$ cat config.mk
export PLATFORM = sky130hd
export DESIGN_NAME = virtual_pci_slot_mapper_unit
export DESIGN_NICKNAME = d
export VERILOG_FILES = /design/src/rtl/vpsm_pkg.sv /design/src/rtl/virtual_pci_slot_mapper_unit.sv /design/src/rtl/vpsm_table.sv
export SDC_FILE = /design/constraint.sdc
export NUM_CORES = 1
export LEC_CHECK = 0
export BUFFER_PORTS_ARGS = -buffer_cell sky130_fd_sc_hd__buf_2
export CORE_MARGIN = 1
export CORE_UTILIZATION = 60
export CTS_BUF_LIST = sky130_fd_sc_hd__clkbuf_8
export DETAILED_ROUTE_END_ITERATION = 7
export HOLD_SLACK_MARGIN = 0.08
export PLACE_DENSITY_LB_ADDON = 0.15
export RECOVER_POWER = 100
export SYNTH_ARGS = -nofsm -noshare
export SYNTH_HDL_FRONTEND = slang
export SYNTH_SLANG_ARGS = --single-unit
$ cat constraint.sdc
create_clock -name clk_i -period 8.9 [get_ports clk_i]
set_input_delay 0.89 -clock clk_i [delete_from_list [all_inputs] [get_ports clk_i]]
set_output_delay 0.89 -clock clk_i [all_outputs]
set_load 0.01 [all_outputs]
$ cat src/rtl/vpsm_pkg.sv
`timescale 1ns / 1ps
// Package for the virtual PCI slot mapper: table size, opcodes, status codes,
// word types of both channels and the slot table's port structs. No dependencies.
package vpsm_pkg;

  localparam int unsigned NUM_SLOTS = 32;
  localparam int unsigned SLOT_W    = (NUM_SLOTS > 1) ? $clog2(NUM_SLOTS) : 1;

  localparam logic [1:0] OP_ADD     = 2'd0;
  localparam logic [1:0] OP_LOOKUP  = 2'd1;
  localparam logic [1:0] OP_RELEASE = 2'd2;

  localparam logic [1:0] ST_OK       = 2'd0;
  localparam logic [1:0] ST_BRIDGE   = 2'd1;
  localparam logic [1:0] ST_FULL     = 2'd2;
  localparam logic [1:0] ST_NOTFOUND = 2'd3;

  localparam logic [7:0] BRIDGE_CLASS = 8'h06;

  typedef struct packed {
    logic [1:0]  opcode;
    logic [15:0] req_domain;
    logic [7:0]  req_bus;
    logic [7:0]  req_devfn;
    logic [7:0]  base_class;
  } req_t;

  typedef struct packed {
    logic [1:0]  status;
    logic [4:0]  virtual_slot;
    logic [15:0] phys_domain;
    logic [7:0]  phys_bus;
    logic [7:0]  phys_devfn;
  } rsp_t;

  // One write port into the slot table
  typedef struct packed {
    logic              we;
    logic              set_used;
    logic [SLOT_W-1:0] addr;
    logic [15:0]       domain;
    logic [7:0]        bus;
    logic [4:0]        dev;
    logic [7:0]        func;
  } tbl_wr_t;

  // Read data of one slot
  typedef struct packed {
    logic        used;
    logic [15:0] domain;
    logic [7:0]  bus;
    logic [4:0]  dev;
    logic [7:0]  func;
  } tbl_rd_t;

endpackage

$ cat src/rtl/virtual_pci_slot_mapper_unit.sv
`timescale 1ns / 1ps
// Top level of the virtual PCI slot mapper: request sequencer, slot compare
// and output register. Depends on vpsm_pkg and vpsm_table.
//
//   channel | direction | handshake                | word
//   --------+-----------+--------------------------+--------------
//   request | in        | req_valid_i / req_ready_o | vpsm_pkg::req_t
//   result  | out       | rsp_valid_o / rsp_ready_i | vpsm_pkg::rsp_t
//
// An add of a non-bridge device walks the slot table one slot a cycle through a
// single compare unit and stops early when a matching slot turns up. A lookup in
// range reads its slot in S_LOOK; release, bridge adds and unknown opcodes go to S_FIN.
// Reset clears the occupancy bits at once; the table is usable right after it.
// Requests are taken only in idle; a result waiting on rsp_ready_i holds the
// sequencer in its final state, and one result word may wait in the output register.
module virtual_pci_slot_mapper_unit (
  input  logic           clk_i,
  input  logic           rst_ni,
  input  logic           req_valid_i,
  output logic           req_ready_o,
  input  vpsm_pkg::req_t req_i,
  output logic           rsp_valid_o,
  input  logic           rsp_ready_i,
  output vpsm_pkg::rsp_t rsp_o
);

  localparam logic [1:0] S_IDLE = 2'd0;
  localparam logic [1:0] S_SCAN = 2'd1;
  localparam logic [1:0] S_LOOK = 2'd2;
  localparam logic [1:0] S_FIN  = 2'd3;

  localparam logic [vpsm_pkg::SLOT_W-1:0] LAST_IDX =
    vpsm_pkg::SLOT_W'(vpsm_pkg::NUM_SLOTS - 1);

  logic [1:0]                  state_q, state_d;
  vpsm_pkg::req_t              req_q, req_d;
  logic [vpsm_pkg::SLOT_W-1:0] idx_q, idx_d;
  logic [vpsm_pkg::SLOT_W-1:0] free_q, free_d;
  logic                        free_found_q, free_found_d;
  vpsm_pkg::rsp_t              res_q, res_d;
  vpsm_pkg::rsp_t              rsp_q, rsp_d;
  logic                        rsp_valid_q, rsp_valid_d;

  vpsm_pkg::tbl_wr_t tbl_wr;
  vpsm_pkg::tbl_rd_t tbl_rd;
  logic              tbl_clear;

  logic                        accept;
  logic                        hit;
  logic                        have_free;
  logic [vpsm_pkg::SLOT_W-1:0] free_now;
  logic [7:0]                  fbit;
  logic [2:0]                  fn;
  logic                        look_ok;
  logic                        in_range;

  vpsm_table u_table (
    .clk_i    (clk_i),
    .rst_ni   (rst_ni),
    .clear_i  (tbl_clear),
    .wr_i     (tbl_wr),
    .rd_addr_i(idx_q),
    .rd_o     (tbl_rd)
  );

  assign req_ready_o = (state_q == S_IDLE);
  assign accept      = req_valid_i && req_ready_o;
  assign rsp_valid_o = rsp_valid_q;
  assign rsp_o       = rsp_q;

  // Shared compare unit: current slot against the held request
  assign fn        = req_q.req_devfn[2:0];
  assign fbit      = 8'(1) << fn;
  assign hit       = tbl_rd.used && (tbl_rd.domain == req_q.req_domain) &&
                     (tbl_rd.bus == req_q.req_bus) && (tbl_rd.dev == req_q.req_devfn[7:3]);
  assign have_free = free_found_q || !tbl_rd.used;
  assign free_now  = free_found_q ? free_q : idx_q;
  assign look_ok   = tbl_rd.used && tbl_rd.func[fn];
  assign in_range  = {1'b0, req_i.req_devfn[7:3]} < 6'(vpsm_pkg::NUM_SLOTS);

  always_comb begin
    state_d      = state_q;
    req_d        = req_q;
    idx_d        = idx_q;
    free_d       = free_q;
    free_found_d = free_found_q;
    res_d        = res_q;
    rsp_d        = rsp_q;
    rsp_valid_d  = rsp_valid_q;
    tbl_clear    = 1'b0;
    tbl_wr       = '0;
    tbl_wr.addr  = idx_q;

    if (rsp_valid_q && rsp_ready_i) begin
      rsp_valid_d = 1'b0;
    end

    unique case (state_q)
      S_IDLE: begin
        if (accept) begin
          req_d        = req_i;
          idx_d        = '0;
          free_found_d = 1'b0;
          res_d        = '0;
          state_d      = S_FIN;
          unique case (req_i.opcode)
            vpsm_pkg::OP_ADD: begin
              if (req_i.base_class == vpsm_pkg::BRIDGE_CLASS) begin
                res_d.status = vpsm_pkg::ST_BRIDGE;
              end else begin
                state_d = S_SCAN;
              end
            end
            vpsm_pkg::OP_LOOKUP: begin
              if (req_i.req_domain == 16'd0 && req_i.req_bus == 8'd0 && in_range) begin
                idx_d   = vpsm_pkg::SLOT_W'(req_i.req_devfn[7:3]);
                state_d = S_LOOK;
              end else begin
                res_d.status = vpsm_pkg::ST_NOTFOUND;
              end
            end
            vpsm_pkg::OP_RELEASE: begin
              tbl_clear    = 1'b1;
              res_d.status = vpsm_pkg::ST_OK;
            end
            default: begin
              res_d.status = vpsm_pkg::ST_NOTFOUND;
            end
          endcase
        end
      end
      S_SCAN: begin
        if (hit) begin
          // Join the occupied slot
          tbl_wr.we          = 1'b1;
          tbl_wr.addr        = idx_q;
          tbl_wr.domain      = tbl_rd.domain;
          tbl_wr.bus         = tbl_rd.bus;
          tbl_wr.dev         = tbl_rd.dev;
          tbl_wr.func        = tbl_rd.func | fbit;
          res_d.status       = vpsm_pkg::ST_OK;
          res_d.virtual_slot = 5'(idx_q);
          state_d            = S_FIN;
        end else if (idx_q == LAST_IDX) begin
          if (have_free) begin
            tbl_wr.we          = 1'b1;
            tbl_wr.set_used    = 1'b1;
            tbl_wr.addr        = free_now;
            tbl_wr.domain      = req_q.req_domain;
            tbl_wr.bus         = req_q.req_bus;
            tbl_wr.dev         = req_q.req_devfn[7:3];
            tbl_wr.func        = fbit;
            res_d.status       = vpsm_pkg::ST_OK;
            res_d.virtual_slot = 5'(free_now);
          end else begin
            res_d.status = vpsm_pkg::ST_FULL;
          end
          state_d = S_FIN;
        end else begin
          // Remember the lowest empty slot, advance
          if (!free_found_q && !tbl_rd.used) begin
            free_d       = idx_q;
            free_found_d = 1'b1;
          end
          idx_d = idx_q + 1'b1;
        end
      end
      S_LOOK: begin
        if (look_ok) begin
          res_d.status       = vpsm_pkg::ST_OK;
          res_d.virtual_slot = 5'(idx_q);
          res_d.phys_domain  = tbl_rd.domain;
          res_d.phys_bus     = tbl_rd.bus;
          res_d.phys_devfn   = {tbl_rd.dev, fn};
        end else begin
          res_d.status = vpsm_pkg::ST_NOTFOUND;
        end
        state_d = S_FIN;
      end
      S_FIN: begin
        // Hold until the output register is free
        if (!rsp_valid_q || rsp_ready_i) begin
          rsp_d       = res_q;
          rsp_valid_d = 1'b1;
          state_d     = S_IDLE;
        end
      end
      default: begin
        state_d = S_IDLE;
      end
    endcase
  end

  always_ff @(posedge clk_i or negedge rst_ni) begin
    if (!rst_ni) begin
      state_q      <= S_IDLE;
      rsp_valid_q  <= 1'b0;
      free_found_q <= 1'b0;
    end else begin
      state_q      <= state_d;
      rsp_valid_q  <= rsp_valid_d;
      free_found_q <= free_found_d;
    end
  end

  always_ff @(posedge clk_i) begin
    req_q  <= req_d;
    idx_q  <= idx_d;
    free_q <= free_d;
    res_q  <= res_d;
    rsp_q  <= rsp_d;
  end

endmodule

$ cat src/rtl/vpsm_table.sv
`timescale 1ns / 1ps
// Slot table of the virtual PCI slot mapper: one read and one write address.
// Occupancy bits reset and clear at once; slot contents count only when occupied.
// Depends on vpsm_pkg.
module vpsm_table (
  input  logic                        clk_i,
  input  logic                        rst_ni,
  input  logic                        clear_i,
  input  vpsm_pkg::tbl_wr_t           wr_i,
  input  logic [vpsm_pkg::SLOT_W-1:0] rd_addr_i,
  output vpsm_pkg::tbl_rd_t           rd_o
);

  logic [vpsm_pkg::NUM_SLOTS-1:0] used_q;
  logic [15:0] domain_q [vpsm_pkg::NUM_SLOTS];
  logic [7:0]  bus_q    [vpsm_pkg::NUM_SLOTS];
  logic [4:0]  dev_q    [vpsm_pkg::NUM_SLOTS];
  logic [7:0]  func_q   [vpsm_pkg::NUM_SLOTS];

  always_ff @(posedge clk_i or negedge rst_ni) begin
    if (!rst_ni) begin
      used_q <= '0;
    end else if (clear_i) begin
      used_q <= '0;
    end else if (wr_i.we && wr_i.set_used) begin
      used_q[wr_i.addr] <= 1'b1;
    end
  end

  always_ff @(posedge clk_i) begin
    if (wr_i.we) begin
      domain_q[wr_i.addr] <= wr_i.domain;
      bus_q[wr_i.addr]    <= wr_i.bus;
      dev_q[wr_i.addr]    <= wr_i.dev;
      func_q[wr_i.addr]   <= wr_i.func;
    end
  end

  always_comb begin
    rd_o.used   = used_q[rd_addr_i];
    rd_o.domain = domain_q[rd_addr_i];
    rd_o.bus    = bus_q[rd_addr_i];
    rd_o.dev    = dev_q[rd_addr_i];
    rd_o.func   = func_q[rd_addr_i];
  end

endmodule
==> results of run 1 <==
==> critical path, stage by stage, from the launching register on <==
cell and delay [ps]:
dfxtp_1 870, inv_1 950, nor2_1 1210, nand3_1 380, nand4_1 360, xnor2_1 270, o2111ai_1 180, nor4_1 390
and4_1 280, buf_4 300, and2_1 820, a22o_1 300, clkbuf_1 1080
==> worst min path at each step <==
stage          startpoint     endpoint  slack, ps  depth (start not counted)
2_1_floorplan    res_q[0]     rsp_o[0]        400                          0
3_3_place_gp    res_q[35]    rsp_o[35]        400                          0
3_5_place_dp    res_q[13]    rsp_o[13]        400                          0
4_1_cts            rst_ni  rsp_valid_o         90                          1
5_1_grt         req_i[10]        fn[2]        150                          1
6_report         req_i[9]        fn[1]        210                          1
==> power groups by stage <==
stage | combinational (mW) | sequential (mW) | clock (mW)
CTS | 3.55 | 7.48 | 4.71
global route | 3.68 | 7.52 | 4.97
floorplan | 2.58 | 7.42 | 0
detailed placement | 3.54 | 7.61 | 0
global placement | 3.50 | 7.60 | 0
finish | 3.52 | 7.50 | 4.64
==> kinds of logic after synthesis <==
kind of cell | share of synthesized area, %
AND/OR/NAND/NOR | 4.42
buffers and inverters | 2.10
XOR/XNOR | 0.393
adder cells (fa/ha/maj) | 0.164
flip-flops | 75.1
multiplexers | 14.1
AO/OA/AOI/OAI | 3.77
==> Yosys cell counts, drive strengths merged (14+ instances only) <==
library cell and instances:
xor2 14, inv 25, a211oi 23, mux2i 247
a22oi 116, buf 107, nor3 85, and2 26
nand2 142, nand3 63, a22o 18, dfrtp 36
nor2 75, edfxtp 1304, a21oi 25, mux4 215
and3 16, clkbuf 43, o21ai 38
==> per-layer routing <==
layer | track usage [%] | wire [µm] | vias up
met5 | 0 | 13 | -
met4 | 9.40 | 3380 | 2
met3 | 6.32 | 14500 | 226
met2 | 47.1 | 63900 | 1779
met1 | 43.9 | 52700 | 14935
li1 | - | - | 11928
==> sequential cells by signal, indices dropped and copies added (netlist names), named ones only <==
name and count:
u_table.used_q 32, fn 3, free_q 5, rsp_o 39, idx_q 5, req_q 29
rsp_valid_o 1, u_table.dev_q 160, u_table.func_q 256, res_q 39, u_table.bus_q 256, free_found_q 1
state_q 2, u_table.domain_q 512
==> cell type report <==
class                           instances  area (µm²)
Fill cell                            5844       29600
Inverter                               26        97.6
Multi-Input combinational cell       1260       12200
Tap cell                             1165        1460
Clock buffer                          207        2850
Antenna cell                            1        2.50
Sequential cell                      1345       40200
Timing Repair Buffer                  208        1120
Clock inverter                        167         863
==> flow_summary.json, run 1 <==
{
  "status": "complete, but fails checks",
  "violations": "capacitance limit, slew limit",
  "rsz0062_at_grt": "no",
  "fin_ws_ps": 1030,
  "rows": 109,
  "final_cell_area_um2": 58800,
  "worst_slew_pin_slew_ps": 2830,
  "globalplace.congestion": 0.886,
  "core_um2": 88400,
  "yosysSeqAreaShare_pct": 75.1,
  "synth_cells": 2781,
  "cts_max_level": 4,
  "dieArea_um2": 90300,
  "synth_warnings": 0,
  "reg2reg_depth": 12,
  "worstSkewPairLatency_ps": 890,
  "vias_per_cell": 6.59,
  "synth_top_area_cell": "edfxtp_1",
  "wl_per_cell_um": 30.7,
  "synth_top_cell_area_share_pct": 73.2,
  "gr-usage-all-layers_pct": 30.3,
  "cap_violations": 18,
  "syn_nets": 2834,
  "cts_made_buffers": 207,
  "seq_power_share_pct": 47.9,
  "p_leak_nw": 21.9,
  "power_frac_comb_pct": 22.5,
  "cp_max_fo": 32,
  "die_y_um": 301,
  "fin_crit_sh_pct": 88.4,
  "post_cts_resized": 0,
  "postRouteAntennaNets": 0,
  "die_x_um": 301,
  "ir_worst_vdd_mv": 0.252,
  "synthTopCellsByArea": "edfxtp_1, mux4_2, mux2i_1, dfrtp_1, a22oi_1",
  "syn_area_um2": 53500,
  "p_sw_share_pct": 31.5,
  "clock_sinks": 1345,
  "initial_utilization_pct": 60.5,
  "crit_end": "u_table.domain_q[13][4]",
  "layout_commonest_cell": "edfxtp_1",
  "startpoint_type": "flop",
  "async_flop_share_pct": 2.68,
  "synth_area_per_cell_um2": 19.2,
  "required_ps": 9350,
  "final_cells": 4379,
  "final_cell_mix": "edfxtp_1, mux2i_1, mux4_2",
  "portBuffers": 86,
  "p_sw_mw": 4.94,
  "dpl-instance-area_um2": 55500,
  "slew_viol_final": 525,
  "grt.overflow.total": 0,
  "fin_worst_skew_ps": 59.1,
  "whs_ps": 207,
  "clockRootBuffer": "clkbuf_8",
  "critical_path_class": "reg2reg",
  "cts_setup_buffers": 0,
  "drtIter0Drc": 3751,
  "synth-main-ff-cell": "edfxtp_1",
  "route.detailed.drc": 0,
  "fmax_mhz": 127,
  "routed_wl_mm": 135,
  "fin_util_pct": 66.5,
  "rr_endpoint": "u_table.domain_q[13][4]",
  "synth_edf_count": 1304,
  "report.final.hold_viol_count": 0,
  "cts_tree": "done",
  "first_pass_iters": 6,
  "antenna_found_initial": 3,
  "ctsHoldBuffers": 0,
  "pre_cts_ws_ps": 2190,
  "pwr-share-clk_pct": 29.6,
  "vias": 28870,
  "hp-class": "in2reg",
  "arrival_ps": 8310,
  "cp-end-kind": "flop",
  "dp.cells": 4004,
  "dp_hpwl_mm": 80.4,
  "setup_tns_ps": 0,
  "relSlewSlack_pct": -89.0,
  "grt_pass1_vias": 28786,
  "yosysUniqueCellTypes": 75,
  "synth-seq-cells": 1345,
  "nets": 3101,
  "cts.clk_slew.worst_paths_ps": 60,
  "grt_pass1_wl_mm": 195,
  "rrSetupSlack_ps": 1030,
  "p_int_mw": 10.7,
  "syn2layout_area_growth_pct": 9.88,
  "power_density_nw_per_um2": 266,
  "clockBufferDepth": 3,
  "layout-drive-gt1-share_pct": 18.6,
  "setup_viol": 0,
  "ioPinCount": 87,
  "power_mw": 15.6,
  "fin_crit_ps": 7870,
  "grt_max_degree": 117
}
(Power assumes the default switching activity.)
==> run 2, diff against run 1 <==
Settings changed: MAX_ROUTING_LAYER from default to met4, RECOVER_POWER 100 to default.
==> flow_summary.json, run 2 (same netlist as run 1, synthesis figures left out) <==
{
  "clock_sinks": 1345,
  "max_stage_delay_ps": 1050,
  "wl_per_cell_um": 30.8,
  "worst_slew_pin_slew_ps": 1300,
  "portBuffers": 86,
  "top_register": "u_table.domain_q",
  "fin_worst_skew_ps": 56.5,
  "arrival_ps": 7360,
  "fin_crit_sh_pct": 77.2,
  "required_ps": 9390,
  "rsz0062_at_grt": "no",
  "gr-usage-all-layers_pct": 31.3,
  "startpoint_type": "flop",
  "power_density_nw_per_um2": 265,
  "grt_util_met3_pct": 6.05,
  "vias": 28970,
  "ir_worst_vdd_mv": 0.259,
  "cp_max_fo": 36,
  "cts_max_level": 4,
  "cts_tree": "done",
  "p_leak_nw": 22.4,
  "clockBufferDepth": 3,
  "nets": 3101,
  "critical-path-top-delay-family": "simple AND/OR/NAND/NOR gates",
  "dpl-instance-area_um2": 55500,
  "cp-end-kind": "flop",
  "relSlewSlack_pct": 13.6,
  "globalRouteMet1Util_pct": 44.0,
  "path_buf_inv": 5,
  "final_cell_mix": "edfxtp_1, mux2i_1, mux4_2",
  "largest_reg_flops": 512,
  "core_um2": 88400,
  "critical_path_class": "reg2reg",
  "fin_ws_ps": 2030,
  "die_y_um": 301,
  "cap_violations": 0,
  "fin_crit_ps": 6870,
  "setup_tns_ps": 0,
  "final_cell_area_um2": 59200,
  "layout-drive-gt1-share_pct": 23.4,
  "grt_max_degree": 117,
  "crit_chain": "inv_2 > nor2_1 > nand3_1 > nand4_1 > xnor2_1 > o2111ai_1 > nor4_1 > and4_1 > buf_4 > nand2_2 > buf_4 > and2_2 > buf_4 > nor3_2 > buf_4",
  "top_usage_layer": "met2",
  "layout_commonest_cell": "edfxtp_1",
  "crit_top_cell": "buf_4",
  "timing.critical_path.slowest_stage_cell": "nor2_1",
  "globalplace.congestion": 0.901,
  "pre_cts_ws_ps": 2190,
  "slew_viol_final": 0,
  "status": "complete, no violations",
  "dp_hpwl_mm": 80.4,
  "grt_pass1_wl_mm": 195,
  "post_cts_resized": 0,
  "clockRootBuffer": "clkbuf_8",
  "syn2layout_area_growth_pct": 10.7,
  "initial_utilization_pct": 60.5,
  "drtIter0Drc": 3918,
  "report.final.hold_viol_count": 0,
  "worstSkewPairLatency_ps": 890,
  "power_mw": 15.7,
  "grt.overflow.total": 0,
  "ctsHoldBuffers": 0,
  "dieArea_um2": 90300,
  "postRouteAntennaNets": 0,
  "cts_made_buffers": 207,
  "hp-class": "in2async",
  "grt_pass1_vias": 28733,
  "die_x_um": 301,
  "route.detailed.drc": 0,
  "ioPinCount": 87,
  "grt.met2_usage_pct": 47.1,
  "cts.clk_slew.worst_paths_ps": 60,
  "routed_wl_mm": 135,
  "first_pass_iters": 5,
  "setup_viol": 0,
  "vias_per_cell": 6.62,
  "top_regs": "u_table.domain_q x512, u_table.bus_q x256, u_table.func_q x256",
  "cts_setup_buffers": 0,
  "rows": 109,
  "fmax_mhz": 145,
  "antenna_found_initial": 3
}
[run 2: cell count changes in the layout (fill, tap and decap cells not counted), moves of 3 or more]
| cell | before | now |
|---|---|---|
| mux2_2 | 6 | 9 |
| clkbuf_1 | 110 | 0 |
| clkbuf_2 | 12 | 0 |
| mux2_1 | 5 | 2 |
| and2_1 | 16 | 23 |
| buf_2 | 14 | 86 |
| o21ai_0 | 32 | 22 |
| o21ai_1 | 6 | 11 |
| o21ai_2 | 0 | 5 |
| nor3_2 | 5 | 31 |
| buf_4 | 69 | 119 |
| and2_0 | 8 | 0 |
| nor3_1 | 78 | 50 |
[run 2: through the flow]
step	cells	hold slack [ps]	util, %
global placement	4004	401	62.8
floorplan	2781	400	-
detailed placement	4004	405	62.8
finish	4379	116	67.0
global route	4379	146	67.0
CTS	4378	93.6	67.0
[run 2: path summary, 6_finish.rpt]
check | start | endpoint | slack, ps | cells after the start
worst max register to register | flop | u_table.dev_q[15][2] | 2030 | 15
max in group asynchronous | rst_ni | u_table.used_q[5] | 8250 | 1
worst min register to register | res_q[20] | rsp_o[20] | 410 | 0
min in group clk_i | req_i[9] | fn[1] | 200 | 1
worst min-delay path | rst_ni | rsp_valid_o | 120 | 1
worst max-delay path | flop | u_table.dev_q[15][2] | 2030 | 15
[run 2: power breakdown]
| part | internal [mW] | total, mW | switching (mW) |
|---|---|---|---|
| clock | 2.29 | 4.64 | 2.35 |
| combinational | 1.25 | 3.58 | 2.33 |
| sequential | 7.20 | 7.48 | 0.285 |
| total | 10.7 | 15.7 | 4.97 |
[run 2: per-layer routing]
layer | vias to the layer above | part of all wire, %
met3 | 236 | 11
met2 | 1802 | 47
met5 | - | 0
met4 | 0 | 2.6
met1 | 15007 | 40
li1 | 11925 | -
[run 2: area by class of cell]
type,count,area [µm²]
Sequential cell,1345,40200
Fill cell,5714,29200
Multi-Input combinational cell,1260,12400
Clock buffer,207,2850
Tap cell,1165,1460
Timing Repair Buffer,208,1380
Clock inverter,167,863
Inverter,26,97.6
Antenna cell,1,2.50
